## src/hw/rtl/sfcs_pkg.sv

```systemverilog
package sfcs_pkg;

  localparam int unsigned SECTOR_BYTES = 4096;
  localparam int unsigned SECTOR_COUNT = 2048;
  localparam int unsigned PAGE_BYTES   = 256;

  localparam int unsigned ADDR_W       = 23;
  localparam int unsigned COUNT_W      = 24;
  localparam int unsigned SECTOR_W     = 12;
  localparam int unsigned SECTOR_SHIFT = $clog2(SECTOR_BYTES);
  localparam int unsigned SIZE_W       = 33;

  localparam logic [SIZE_W-1:0] FLASH_BYTES =
    SIZE_W'(SECTOR_BYTES) * SIZE_W'(SECTOR_COUNT);

  localparam logic [7:0] OPC_WREN   = 8'h06;
  localparam logic [7:0] OPC_RDSR   = 8'h05;
  localparam logic [7:0] OPC_READ   = 8'h03;
  localparam logic [7:0] OPC_PROG   = 8'h02;
  localparam logic [7:0] OPC_SERASE = 8'h20;
  localparam logic [7:0] OPC_CERASE = 8'hC7;
  localparam logic [7:0] FILL_BYTE  = 8'hA5;

  typedef enum logic [1:0] {
    OP_READ   = 2'd0,
    OP_PROG   = 2'd1,
    OP_SERASE = 2'd2,
    OP_CERASE = 2'd3
  } op_e;

  typedef enum logic [1:0] {
    ST_BUSY     = 2'd0,
    ST_REJECTED = 2'd1,
    ST_DONE     = 2'd2,
    ST_IGNORED  = 2'd3
  } status_e;

  typedef enum logic [3:0] {
    PH_IDLE   = 4'd0,
    PH_WREN   = 4'd1,
    PH_HDR    = 4'd2,
    PH_READ   = 4'd3,
    PH_PDATA  = 4'd4,
    PH_FEND   = 4'd5,
    PH_WCMD   = 4'd6,
    PH_WPOLL  = 4'd7,
    PH_REOPEN = 4'd8
  } phase_e;

  typedef struct packed {
    logic                mode;
    logic [1:0]          op;
    logic [ADDR_W-1:0]   addr;
    logic [SECTOR_W-1:0] sector;
    logic [COUNT_W-1:0]  count;
    logic [7:0]          rx_byte;
    logic [7:0]          wr_data;
  } req_t;

  typedef struct packed {
    logic       tx_valid;
    logic [7:0] tx_byte;
    logic       cs_release;
    logic       need_data;
    logic       read_valid;
    logic [7:0] rd_data;
    status_e    status;
  } rsp_t;

  function automatic logic [7:0] opcode_of(logic [1:0] kind);
    logic [7:0] opc;
    case (kind)
      OP_READ:   opc = OPC_READ;
      OP_PROG:   opc = OPC_PROG;
      OP_SERASE: opc = OPC_SERASE;
      default:   opc = OPC_CERASE;
    endcase
    return opc;
  endfunction

endpackage

```

## src/hw/rtl/sfcs_if.sv

```systemverilog
interface sfcs_req_if;
  logic                          valid;
  logic                          ready;
  logic                          mode;
  logic [1:0]                    op;
  logic [sfcs_pkg::ADDR_W-1:0]   addr;
  logic [sfcs_pkg::SECTOR_W-1:0] sector;
  logic [sfcs_pkg::COUNT_W-1:0]  count;
  logic [7:0]                    rx_byte;
  logic [7:0]                    wr_data;

  modport source (output valid, mode, op, addr, sector, count, rx_byte, wr_data,
                  input ready);
  modport sink (input valid, mode, op, addr, sector, count, rx_byte, wr_data,
                output ready);
endinterface

interface sfcs_rsp_if;
  logic       valid;
  logic       ready;
  logic       tx_valid;
  logic [7:0] tx_byte;
  logic       cs_release;
  logic       need_data;
  logic       read_valid;
  logic [7:0] rd_data;
  logic [1:0] status;

  modport source (output valid, tx_valid, tx_byte, cs_release, need_data,
                  read_valid, rd_data, status, input ready);
  modport sink (input valid, tx_valid, tx_byte, cs_release, need_data,
                read_valid, rd_data, status, output ready);
endinterface

```

## src/hw/rtl/spi_flash_command_sequencer_unit.sv

```systemverilog
// Pipeline: a request is held in the request register, and its result is then
// loaded into the result register; a stalled response holds both stages.
// Throughput: one request per cycle while the response is taken; the state update
// is a single pass of logic between the two registers.
// Reset: asynchronous, active low; phase returns to idle, command state
// clears and both register stages empty.
module spi_flash_command_sequencer_unit #(
  parameter int unsigned SECTOR_BYTES = sfcs_pkg::SECTOR_BYTES,
  parameter int unsigned SECTOR_COUNT = sfcs_pkg::SECTOR_COUNT,
  parameter int unsigned PAGE_BYTES   = sfcs_pkg::PAGE_BYTES
) (
  input  logic        clk_i,
  input  logic        rst_ni,
  sfcs_req_if.sink    req_i,
  sfcs_rsp_if.source  rsp_o
);

  localparam int unsigned AW = sfcs_pkg::ADDR_W;
  localparam int unsigned CW = sfcs_pkg::COUNT_W;
  localparam int unsigned SW = sfcs_pkg::SIZE_W;

  localparam int unsigned SECTOR_SHIFT = $clog2(SECTOR_BYTES);
  localparam int unsigned PAGE_SHIFT   = $clog2(PAGE_BYTES);
  localparam logic [SW-1:0] FLASH_BYTES = SW'(SECTOR_BYTES) * SW'(SECTOR_COUNT);

  logic             in_vld_q;
  sfcs_pkg::req_t   in_q;
  logic             out_vld_q;
  sfcs_pkg::rsp_t   out_q;
  logic             adv;
  logic             fire;
  sfcs_pkg::rsp_t   res_d;

  sfcs_pkg::phase_e phase_q, phase_d;
  logic [1:0]       cmd_kind_q, cmd_kind_d;
  logic [AW-1:0]    cur_addr_q, cur_addr_d;
  logic [CW-1:0]    bytes_left_q, bytes_left_d;
  logic [1:0]       hdr_index_q, hdr_index_d;

  logic [CW-1:0]    bl_dec;
  logic [AW-1:0]    addr_inc;
  logic [1:0]       hdr_inc;
  logic             data_last;
  logic             busy;
  logic             range_bad;
  logic             sector_bad;
  logic [AW-1:0]    sector_addr;
  logic             bl_zero;
  logic             prog_more;

  // pipeline handshake
  assign adv         = !out_vld_q || rsp_o.ready;
  assign fire        = in_vld_q && adv;
  assign req_i.ready = !in_vld_q || adv;

  always_ff @(posedge clk_i or negedge rst_ni) begin
    if (!rst_ni) begin
      in_vld_q <= 1'b0;
    end else if (req_i.ready) begin
      in_vld_q <= req_i.valid;
    end
  end

  always_ff @(posedge clk_i) begin
    if (req_i.ready && req_i.valid) begin
      in_q.mode    <= req_i.mode;
      in_q.op      <= req_i.op;
      in_q.addr    <= req_i.addr;
      in_q.sector  <= req_i.sector;
      in_q.count   <= req_i.count;
      in_q.rx_byte <= req_i.rx_byte;
      in_q.wr_data <= req_i.wr_data;
    end
  end

  always_ff @(posedge clk_i or negedge rst_ni) begin
    if (!rst_ni) begin
      out_vld_q <= 1'b0;
    end else if (adv) begin
      out_vld_q <= in_vld_q;
    end
  end

  always_ff @(posedge clk_i) begin
    if (fire) begin
      out_q <= res_d;
    end
  end

  always_ff @(posedge clk_i or negedge rst_ni) begin
    if (!rst_ni) begin
      phase_q      <= sfcs_pkg::PH_IDLE;
      cmd_kind_q   <= '0;
      cur_addr_q   <= '0;
      bytes_left_q <= '0;
      hdr_index_q  <= '0;
    end else if (fire) begin
      phase_q      <= phase_d;
      cmd_kind_q   <= cmd_kind_d;
      cur_addr_q   <= cur_addr_d;
      bytes_left_q <= bytes_left_d;
      hdr_index_q  <= hdr_index_d;
    end
  end

  // shared terms
  assign bl_dec      = bytes_left_q - CW'(1);
  assign addr_inc    = cur_addr_q + AW'(1);
  assign hdr_inc     = hdr_index_q + 2'd1;
  assign data_last   = (bl_dec == '0) || (addr_inc[PAGE_SHIFT-1:0] == '0);
  assign busy        = phase_q != sfcs_pkg::PH_IDLE;
  assign range_bad   = (SW'(in_q.addr) + SW'(in_q.count)) > FLASH_BYTES;
  assign sector_bad  = SW'(in_q.sector) >= SW'(SECTOR_COUNT);
  assign sector_addr = AW'({in_q.sector, {SECTOR_SHIFT{1'b0}}});
  assign bl_zero     = bytes_left_q == '0;
  assign prog_more   = (cmd_kind_q == sfcs_pkg::OP_PROG) && !bl_zero;

  // next state
  always_comb begin
    phase_d      = phase_q;
    cmd_kind_d   = cmd_kind_q;
    cur_addr_d   = cur_addr_q;
    bytes_left_d = bytes_left_q;
    hdr_index_d  = hdr_index_q;
    if (!in_q.mode) begin
      if (!busy) begin
        case (in_q.op)
          sfcs_pkg::OP_READ, sfcs_pkg::OP_PROG: begin
            if (!range_bad) begin
              cur_addr_d   = in_q.addr;
              bytes_left_d = in_q.count;
              cmd_kind_d   = in_q.op;
              hdr_index_d  = '0;
              phase_d      = (in_q.op == sfcs_pkg::OP_READ) ? sfcs_pkg::PH_HDR
                                                             : sfcs_pkg::PH_WREN;
            end
          end
          sfcs_pkg::OP_SERASE: begin
            if (!sector_bad) begin
              cur_addr_d   = sector_addr;
              bytes_left_d = '0;
              cmd_kind_d   = in_q.op;
              hdr_index_d  = '0;
              phase_d      = sfcs_pkg::PH_WREN;
            end
          end
          default: begin
            cur_addr_d   = '0;
            bytes_left_d = '0;
            cmd_kind_d   = in_q.op;
            hdr_index_d  = '0;
            phase_d      = sfcs_pkg::PH_WREN;
          end
        endcase
      end
    end else begin
      case (phase_q)
        sfcs_pkg::PH_WREN: begin
          hdr_index_d = '0;
          phase_d     = (cmd_kind_q == sfcs_pkg::OP_CERASE) ? sfcs_pkg::PH_FEND
                                                             : sfcs_pkg::PH_HDR;
        end
        sfcs_pkg::PH_HDR: begin
          if (hdr_index_q != 2'd3) begin
            hdr_index_d = hdr_inc;
          end else if (cmd_kind_q == sfcs_pkg::OP_READ) begin
            if (bl_zero) begin
              phase_d = sfcs_pkg::PH_IDLE;
            end else begin
              bytes_left_d = bl_dec;
              phase_d      = sfcs_pkg::PH_READ;
            end
          end else if (prog_more) begin
            bytes_left_d = bl_dec;
            cur_addr_d   = addr_inc;
            phase_d      = data_last ? sfcs_pkg::PH_FEND : sfcs_pkg::PH_PDATA;
          end else begin
            phase_d = sfcs_pkg::PH_WCMD;
          end
        end
        sfcs_pkg::PH_READ: begin
          if (bl_zero) begin
            phase_d = sfcs_pkg::PH_IDLE;
          end else begin
            bytes_left_d = bl_dec;
          end
        end
        sfcs_pkg::PH_PDATA: begin
          bytes_left_d = bl_dec;
          cur_addr_d   = addr_inc;
          phase_d      = data_last ? sfcs_pkg::PH_FEND : sfcs_pkg::PH_PDATA;
        end
        sfcs_pkg::PH_FEND:   phase_d = sfcs_pkg::PH_WCMD;
        sfcs_pkg::PH_WCMD:   phase_d = sfcs_pkg::PH_WPOLL;
        sfcs_pkg::PH_WPOLL: begin
          if (!in_q.rx_byte[0]) begin
            phase_d = prog_more ? sfcs_pkg::PH_REOPEN : sfcs_pkg::PH_IDLE;
          end
        end
        sfcs_pkg::PH_REOPEN: phase_d = sfcs_pkg::PH_WREN;
        default:             phase_d = sfcs_pkg::PH_IDLE;
      endcase
    end
  end

  // result
  always_comb begin
    res_d = '{tx_valid: 1'b0, tx_byte: 8'h00, cs_release: 1'b0, need_data: 1'b0,
              read_valid: 1'b0, rd_data: 8'h00, status: sfcs_pkg::ST_BUSY};
    if (!in_q.mode) begin
      if (busy || (((in_q.op == sfcs_pkg::OP_READ) || (in_q.op == sfcs_pkg::OP_PROG))
                   && range_bad)
          || ((in_q.op == sfcs_pkg::OP_SERASE) && sector_bad)) begin
        res_d.status = sfcs_pkg::ST_REJECTED;
      end else if (in_q.op == sfcs_pkg::OP_READ) begin
        res_d.tx_valid = 1'b1;
        res_d.tx_byte  = sfcs_pkg::OPC_READ;
      end else begin
        res_d.tx_valid   = 1'b1;
        res_d.tx_byte    = sfcs_pkg::OPC_WREN;
        res_d.cs_release = 1'b1;
      end
    end else begin
      case (phase_q)
        sfcs_pkg::PH_WREN: begin
          res_d.tx_valid = 1'b1;
          if (cmd_kind_q == sfcs_pkg::OP_CERASE) begin
            res_d.tx_byte    = sfcs_pkg::OPC_CERASE;
            res_d.cs_release = 1'b1;
          end else begin
            res_d.tx_byte = sfcs_pkg::opcode_of(cmd_kind_q);
          end
        end
        sfcs_pkg::PH_HDR: begin
          if (hdr_index_q != 2'd3) begin
            res_d.tx_valid = 1'b1;
            case (hdr_inc)
              2'd1:    res_d.tx_byte = 8'(cur_addr_q >> 16);
              2'd2:    res_d.tx_byte = cur_addr_q[15:8];
              default: res_d.tx_byte = cur_addr_q[7:0];
            endcase
            if (hdr_inc == 2'd3) begin
              if ((cmd_kind_q == sfcs_pkg::OP_SERASE) || bl_zero) begin
                res_d.cs_release = 1'b1;
              end else if (cmd_kind_q == sfcs_pkg::OP_PROG) begin
                res_d.need_data = 1'b1;
              end
            end
          end else if (cmd_kind_q == sfcs_pkg::OP_READ) begin
            if (bl_zero) begin
              res_d.status = sfcs_pkg::ST_DONE;
            end else begin
              res_d.tx_valid   = 1'b1;
              res_d.tx_byte    = sfcs_pkg::FILL_BYTE;
              res_d.cs_release = bl_dec == '0;
            end
          end else if (prog_more) begin
            res_d.tx_valid   = 1'b1;
            res_d.tx_byte    = in_q.wr_data;
            res_d.cs_release = data_last;
            res_d.need_data  = !data_last;
          end else begin
            res_d.tx_valid = 1'b1;
            res_d.tx_byte  = sfcs_pkg::OPC_RDSR;
          end
        end
        sfcs_pkg::PH_READ: begin
          res_d.read_valid = 1'b1;
          res_d.rd_data    = in_q.rx_byte;
          if (bl_zero) begin
            res_d.status = sfcs_pkg::ST_DONE;
          end else begin
            res_d.tx_valid   = 1'b1;
            res_d.tx_byte    = sfcs_pkg::FILL_BYTE;
            res_d.cs_release = bl_dec == '0;
          end
        end
        sfcs_pkg::PH_PDATA: begin
          res_d.tx_valid   = 1'b1;
          res_d.tx_byte    = in_q.wr_data;
          res_d.cs_release = data_last;
          res_d.need_data  = !data_last;
        end
        sfcs_pkg::PH_FEND: begin
          res_d.tx_valid = 1'b1;
          res_d.tx_byte  = sfcs_pkg::OPC_RDSR;
        end
        sfcs_pkg::PH_WCMD: begin
          res_d.tx_valid = 1'b1;
          res_d.tx_byte  = sfcs_pkg::FILL_BYTE;
        end
        sfcs_pkg::PH_WPOLL: begin
          if (in_q.rx_byte[0]) begin
            res_d.tx_valid = 1'b1;
            res_d.tx_byte  = sfcs_pkg::FILL_BYTE;
          end else begin
            res_d.cs_release = 1'b1;
            res_d.status     = prog_more ? sfcs_pkg::ST_BUSY : sfcs_pkg::ST_DONE;
          end
        end
        sfcs_pkg::PH_REOPEN: begin
          res_d.tx_valid   = 1'b1;
          res_d.tx_byte    = sfcs_pkg::OPC_WREN;
          res_d.cs_release = 1'b1;
        end
        default: res_d.status = sfcs_pkg::ST_IGNORED;
      endcase
    end
  end

  assign rsp_o.valid      = out_vld_q;
  assign rsp_o.tx_valid   = out_q.tx_valid;
  assign rsp_o.tx_byte    = out_q.tx_byte;
  assign rsp_o.cs_release = out_q.cs_release;
  assign rsp_o.need_data  = out_q.need_data;
  assign rsp_o.read_valid = out_q.read_valid;
  assign rsp_o.rd_data    = out_q.rd_data;
  assign rsp_o.status     = out_q.status;

`ifndef NO_ASSERTIONS
  a_reject_keeps_state: assert property (@(posedge clk_i) disable iff (!rst_ni)
    fire && (res_d.status == sfcs_pkg::ST_REJECTED)
    |=> (phase_q == $past(phase_q)) && (cur_addr_q == $past(cur_addr_q))
        && (bytes_left_q == $past(bytes_left_q)))
    else $error("rejected request changed command state");

  a_done_goes_idle: assert property (@(posedge clk_i) disable iff (!rst_ni)
    fire && (res_d.status == sfcs_pkg::ST_DONE) |=> phase_q == sfcs_pkg::PH_IDLE)
    else $error("completed command left sequencer busy");

  a_exchange_no_growth: assert property (@(posedge clk_i) disable iff (!rst_ni)
    fire && in_q.mode |=> bytes_left_q <= $past(bytes_left_q))
    else $error("byte count grew on an exchange");

  a_empty_stage_ready: assert property (@(posedge clk_i) disable iff (!rst_ni)
    !in_vld_q |-> req_i.ready)
    else $error("empty request stage not ready");
`endif

endmodule
```

## src/flat_wrapper.sv

```systemverilog
// flat-port wrapper written by rule: the top's interface ports become plain ports
module spi_flash_command_sequencer_unit_flat 
#(
  parameter int unsigned SECTOR_BYTES = sfcs_pkg::SECTOR_BYTES,
  parameter int unsigned SECTOR_COUNT = sfcs_pkg::SECTOR_COUNT,
  parameter int unsigned PAGE_BYTES   = sfcs_pkg::PAGE_BYTES
)
  (clk_i, rst_ni, req_i_valid, req_i_mode, req_i_op, req_i_addr, req_i_sector, req_i_count, req_i_rx_byte, req_i_wr_data, req_i_ready, rsp_o_valid, rsp_o_tx_valid, rsp_o_tx_byte, rsp_o_cs_release, rsp_o_need_data, rsp_o_read_valid, rsp_o_rd_data, rsp_o_status, rsp_o_ready);
  sfcs_req_if req_i_i ();
  sfcs_rsp_if rsp_o_i ();
  input  logic clk_i;
  input  logic rst_ni;
  input wire logic [$bits(req_i_i.valid)-1:0] req_i_valid;
  input wire logic [$bits(req_i_i.mode)-1:0] req_i_mode;
  input wire logic [$bits(req_i_i.op)-1:0] req_i_op;
  input wire logic [$bits(req_i_i.addr)-1:0] req_i_addr;
  input wire logic [$bits(req_i_i.sector)-1:0] req_i_sector;
  input wire logic [$bits(req_i_i.count)-1:0] req_i_count;
  input wire logic [$bits(req_i_i.rx_byte)-1:0] req_i_rx_byte;
  input wire logic [$bits(req_i_i.wr_data)-1:0] req_i_wr_data;
  output wire logic [$bits(req_i_i.ready)-1:0] req_i_ready;
  output wire logic [$bits(rsp_o_i.valid)-1:0] rsp_o_valid;
  output wire logic [$bits(rsp_o_i.tx_valid)-1:0] rsp_o_tx_valid;
  output wire logic [$bits(rsp_o_i.tx_byte)-1:0] rsp_o_tx_byte;
  output wire logic [$bits(rsp_o_i.cs_release)-1:0] rsp_o_cs_release;
  output wire logic [$bits(rsp_o_i.need_data)-1:0] rsp_o_need_data;
  output wire logic [$bits(rsp_o_i.read_valid)-1:0] rsp_o_read_valid;
  output wire logic [$bits(rsp_o_i.rd_data)-1:0] rsp_o_rd_data;
  output wire logic [$bits(rsp_o_i.status)-1:0] rsp_o_status;
  input wire logic [$bits(rsp_o_i.ready)-1:0] rsp_o_ready;
  assign req_i_i.valid = req_i_valid;
  assign req_i_i.mode = req_i_mode;
  assign req_i_i.op = req_i_op;
  assign req_i_i.addr = req_i_addr;
  assign req_i_i.sector = req_i_sector;
  assign req_i_i.count = req_i_count;
  assign req_i_i.rx_byte = req_i_rx_byte;
  assign req_i_i.wr_data = req_i_wr_data;
  assign req_i_ready = req_i_i.ready;
  assign rsp_o_valid = rsp_o_i.valid;
  assign rsp_o_tx_valid = rsp_o_i.tx_valid;
  assign rsp_o_tx_byte = rsp_o_i.tx_byte;
  assign rsp_o_cs_release = rsp_o_i.cs_release;
  assign rsp_o_need_data = rsp_o_i.need_data;
  assign rsp_o_read_valid = rsp_o_i.read_valid;
  assign rsp_o_rd_data = rsp_o_i.rd_data;
  assign rsp_o_status = rsp_o_i.status;
  assign rsp_o_i.ready = rsp_o_ready;
  spi_flash_command_sequencer_unit #(.SECTOR_BYTES(SECTOR_BYTES), .SECTOR_COUNT(SECTOR_COUNT), .PAGE_BYTES(PAGE_BYTES)) u_core (.clk_i(clk_i), .rst_ni(rst_ni), .req_i(req_i_i), .rsp_o(rsp_o_i));
endmodule
```

## config.mk

```make
export PLATFORM = sky130hd
export DESIGN_NAME = spi_flash_command_sequencer_unit_flat
export DESIGN_NICKNAME = d
export VERILOG_FILES = /design/src/hw/rtl/sfcs_pkg.sv /design/src/hw/rtl/sfcs_if.sv /design/src/hw/rtl/spi_flash_command_sequencer_unit.sv /design/src/flat_wrapper.sv
export SDC_FILE = /design/constraint.sdc
export NUM_CORES = 1
export LEC_CHECK = 0
export BUFFER_PORTS_ARGS = -buffer_cell sky130_fd_sc_hd__buf_4
export CORE_MARGIN = 5
export CORE_UTILIZATION = 45
export DETAILED_ROUTE_END_ITERATION = 10
export PLACE_DENSITY = 0.65
export RECOVER_POWER = 100
export SLEW_MARGIN = 10
export SYNTH_ARGS = -nofsm -noshare
export SYNTH_HDL_FRONTEND = slang
export SYNTH_SLANG_ARGS = --single-unit
```

## constraint.sdc

```tcl
create_clock -name clk_i -period 9 [get_ports clk_i]
set_input_delay 1.8 -clock clk_i [delete_from_list [all_inputs] [get_ports clk_i]]
set_output_delay 1.8 -clock clk_i [all_outputs]
set_load 0.01 [all_outputs]
```

==> impl_metrics.env <==
export IMPL_start_kind="flip-flop"
export IMPL_cp_max_fo=47
export IMPL_violations="max-capacitance violations, max-slew violations"
export IMPL_gp_congestion=0.9549
export IMPL_cts_made_buffers=17
export IMPL_cp_required_ns=9.32
export IMPL_ys_types=74
export IMPL_die_y_um=155.7
export IMPL_cts_root_buf="clkbuf_16"
export IMPL_dp_cells=1321
export IMPL_finalNetCount=1185
export IMPL_drc=0
export IMPL_clk_pin_slew_ns=0.07
export IMPL_grt_overflow=0
export IMPL_grt_max_degree=79
export IMPL_hold_buffers=0
export IMPL_first_iter_violations=918
export IMPL_internal_power_mw=1.758
export IMPL_totalWireLength_um=27610
export IMPL_core_area_um2=20960
export IMPL_grt_pass1_vias=7760
export IMPL_slew_viol_final=272
export IMPL_grt_use_total_pct=22.89
export IMPL_fin_area_um2=10980
export IMPL_die_area_um2=24230
export IMPL_period_minus_slack_ns=6.323
export IMPL_initial_core_util_pct=45.57
export IMPL_syn_area_um2=9549
export IMPL_end_kind="flip-flop"
export IMPL_antenna_cells=0
export IMPL_clk_path_buf_depth=2
export IMPL_htreeDepth=4
export IMPL_hp_class="reg2reg"
export IMPL_layout_cells_non_filler=1353
export IMPL_fin_crit_sh_pct=70.26
export IMPL_fmax_ghz=0.1581
export IMPL_syn_num_nets=1108
export IMPL_crit_path_frequent_cell="or4_1"
export IMPL_leakagePower_nw=4.215
export IMPL_setup_viol=0
export IMPL_antenna_found_initial=0
export IMPL_port_buffers=105
export IMPL_placed_area_um2=10530
export IMPL_fin_hold_ws_ns=0.5095
export IMPL_clkPwrFrac_pct=27.3
export IMPL_antenna_left=0
export IMPL_fin_util_pct=52.42
export IMPL_fin_skew_ns=0.01153
export IMPL_crit_type="reg2reg"
export IMPL_row_count=53
export IMPL_run_status="finished, violations left"
export IMPL_cp_num_buf_inv=1
export IMPL_cts_sinks=157
export IMPL_tightestPinTransition_ns=5.122
export IMPL_syn_inst=988
export IMPL_grt_pass1_wl_um=43590
export IMPL_async_reset_ff_share_pct=36.31
export IMPL_wire_per_inst_um=20.41
export IMPL_pwr_share_seq_pct=39.7
export IMPL_drive_gt1_share_pct=11.97
export IMPL_dr_total_vias=8330
export IMPL_drt_pass1_iter_count=5
export IMPL_report_final_hold_viol_count=0
export IMPL_cts_resized=0
export IMPL_cp_cell_sequence="ha_1 -> and3_1 -> nor4b_1 -> nor3_2 -> xnor2_1 -> or4_1 -> or4_1 -> nor4_1 -> a211oi_1 -> nor3_4 -> clkbuf_1 -> o21ai_0 -> a22o_1"
export IMPL_synth_avg_cell_area_um2=9.665
export IMPL_viasPerCell=6.157
export IMPL_combPwrFrac_pct=33.0
export IMPL_power_density_nw_per_um2=260.5
export IMPL_cap_violations=5
export IMPL_postCtsSetupRepairBufs=0
export IMPL_ys_seq_elements=157
export IMPL_rsz0062_at_grt="no"
export IMPL_arrival_ns=6.65
export IMPL_fin_tns_setup_ns=0
export IMPL_synth_edf_count=100
export IMPL_slew_limit_headroom_pct=-241.5
export IMPL_cts_tree="yes"
export IMPL_sw_frac_of_total_pct=38.56
export IMPL_yosysSeqAreaShare_pct=46.38
export IMPL_ir_drop_uv=137.2
export IMPL_dieWidth_um=155.7
export IMPL_area_delta_synth_final_pct=15.03
export IMPL_io_pins=106
export IMPL_clock_latency_ns=0.44
export IMPL_synth_ff_type="edfxtp_1"
export IMPL_yosysWarnings=0
export IMPL_hpwlAfterDp_um=20110
export IMPL_cpMaxStageDelayCell="clkbuf_1"
export IMPL_critPathTopFamily="simple AND/OR/NAND/NOR gates"
export IMPL_cpPeakStageDelay_ns=1.42
export IMPL_p_sw_mw=1.103
-- synthesized netlist by cell type, drive strengths merged (15+ instances only) --
cell | number | area [um2]
a22o | 45 | 394.1
ha | 37 | 462.9
a21oi | 54 | 270.3
nor3 | 40 | 220.2
and2 | 17 | 106.4
nand3 | 35 | 175.2
nand2b | 15 | 93.84
nand2 | 113 | 424.2
clkbuf | 42 | 157.7
edfxtp | 100 | 3003
inv | 28 | 105.1
o21ai | 74 | 370.4
o31ai | 17 | 127.6
nor2 | 71 | 266.5
a22oi | 16 | 120.1
dfrtp | 57 | 1426
-- cells by family after synthesis --
family	Yosys count	share of synthesized area, %
simple gates	371	19.44
fa+ha+maj	38	5.058
xor+xnor	13	1.192
buf+inv	85	3.643
flops	157	46.38
compound gates	309	22.64
mux	15	1.638
-- layer usage --
metal,share of wire [%],track usage [%]
met5,0,0
met1,45,33.05
met4,2.3,7.461
met3,6.3,3.107
met2,47,35.88
-- power by group through the flow --
stage	logic, mW	clock network (mW)	registers [mW]
floorplan	0.749	0	1.05
global placement	0.944	0	1.14
detailed placement	0.953	0	1.14
CTS	0.955	0.792	1.12
global route	1.05	0.827	1.16
finish	0.945	0.781	1.14
-- path summary, 6_finish.rpt --
path / cells after the start / slack [ns] / startpoint / endpoint
max reg2reg: 13 / 2.68 / u_core.in_q[23]$_DFFE_PP_ / u_core.cur_addr_q[3]$_DFFE_PN0P_
min: 1 / 0.51 / u_core.in_vld_q$_DFFE_PN0N_ / u_core.rsp_o.valid$_DFFE_PN0P_
max in group asynchronous: 1 / 4.55 / rst_ni / u_core.rsp_o.valid$_DFFE_PN0P_
max: 13 / 2.68 / u_core.in_q[23]$_DFFE_PP_ / u_core.cur_addr_q[3]$_DFFE_PN0P_
min reg2reg: 1 / 0.51 / u_core.in_vld_q$_DFFE_PN0N_ / u_core.rsp_o.valid$_DFFE_PN0P_
min in group asynchronous: 1 / 2.51 / rst_ni / u_core.bytes_left_q[9]$_DFFE_PN0P_
-- cell usage in the layout, fill, tap and decap left out, drive strengths merged, types with 6 or more instances in the layout --
cell type and instances:
a211oi 7, nand2 113, nand3 35, and3 12, edfxtp 100, or4 7
o41ai 6, o21bai 6, nand4 14, xor2 6, a22o 45, clkbuf 125
mux2i 10, o21ai 74, dfrtp 57, and2 17, nor2 71, a22oi 16
xnor2 7, a32o 8, inv 37, nor4 13, nor4b 6, ha 37
nand2b 15, a21oi 54, o32ai 6, o21a 8, a31oi 8, o31ai 17
nor3 40, a21o 9
-- stage by stage --
stage	setup WS, ns	power (mW)
2_1_floorplan	4.717	1.796
3_3_place_gp	4.385	2.080
3_5_place_dp	4.263	2.089
4_1_cts	4.265	2.872
5_1_grt	2.178	3.036
6_report	2.677	2.861
-- state kept, by name (all words and copies together) (netlist names) --
register	flops
u_core.rsp_o.need_data	1
u_core.bytes_left_q	24
u_core.rsp_o.rd_data	8
u_core.rsp_o.valid	1
u_core.rsp_o.read_valid	1
u_core.cmd_kind_q	2
u_core.in_q	78
u_core.cur_addr_q	23
u_core.rsp_o.cs_release	1
u_core.phase_q	4
u_core.rsp_o.status	2
u_core.in_vld_q	1
u_core.rsp_o.tx_byte	8
u_core.hdr_index_q	2
u_core.rsp_o.tx_valid	1
-- layout make-up --
type,count,area [um2]
tap,275,344.1
multi-input combinational,746,4763
sequential,157,4429
timing repair buffer,112,709.4
fill,2019,9971
clock inverter,15,196.4
clock buffer,17,425.4
inverter,31,116.4
No activity file was read; power rests on OpenSTA's default activity.
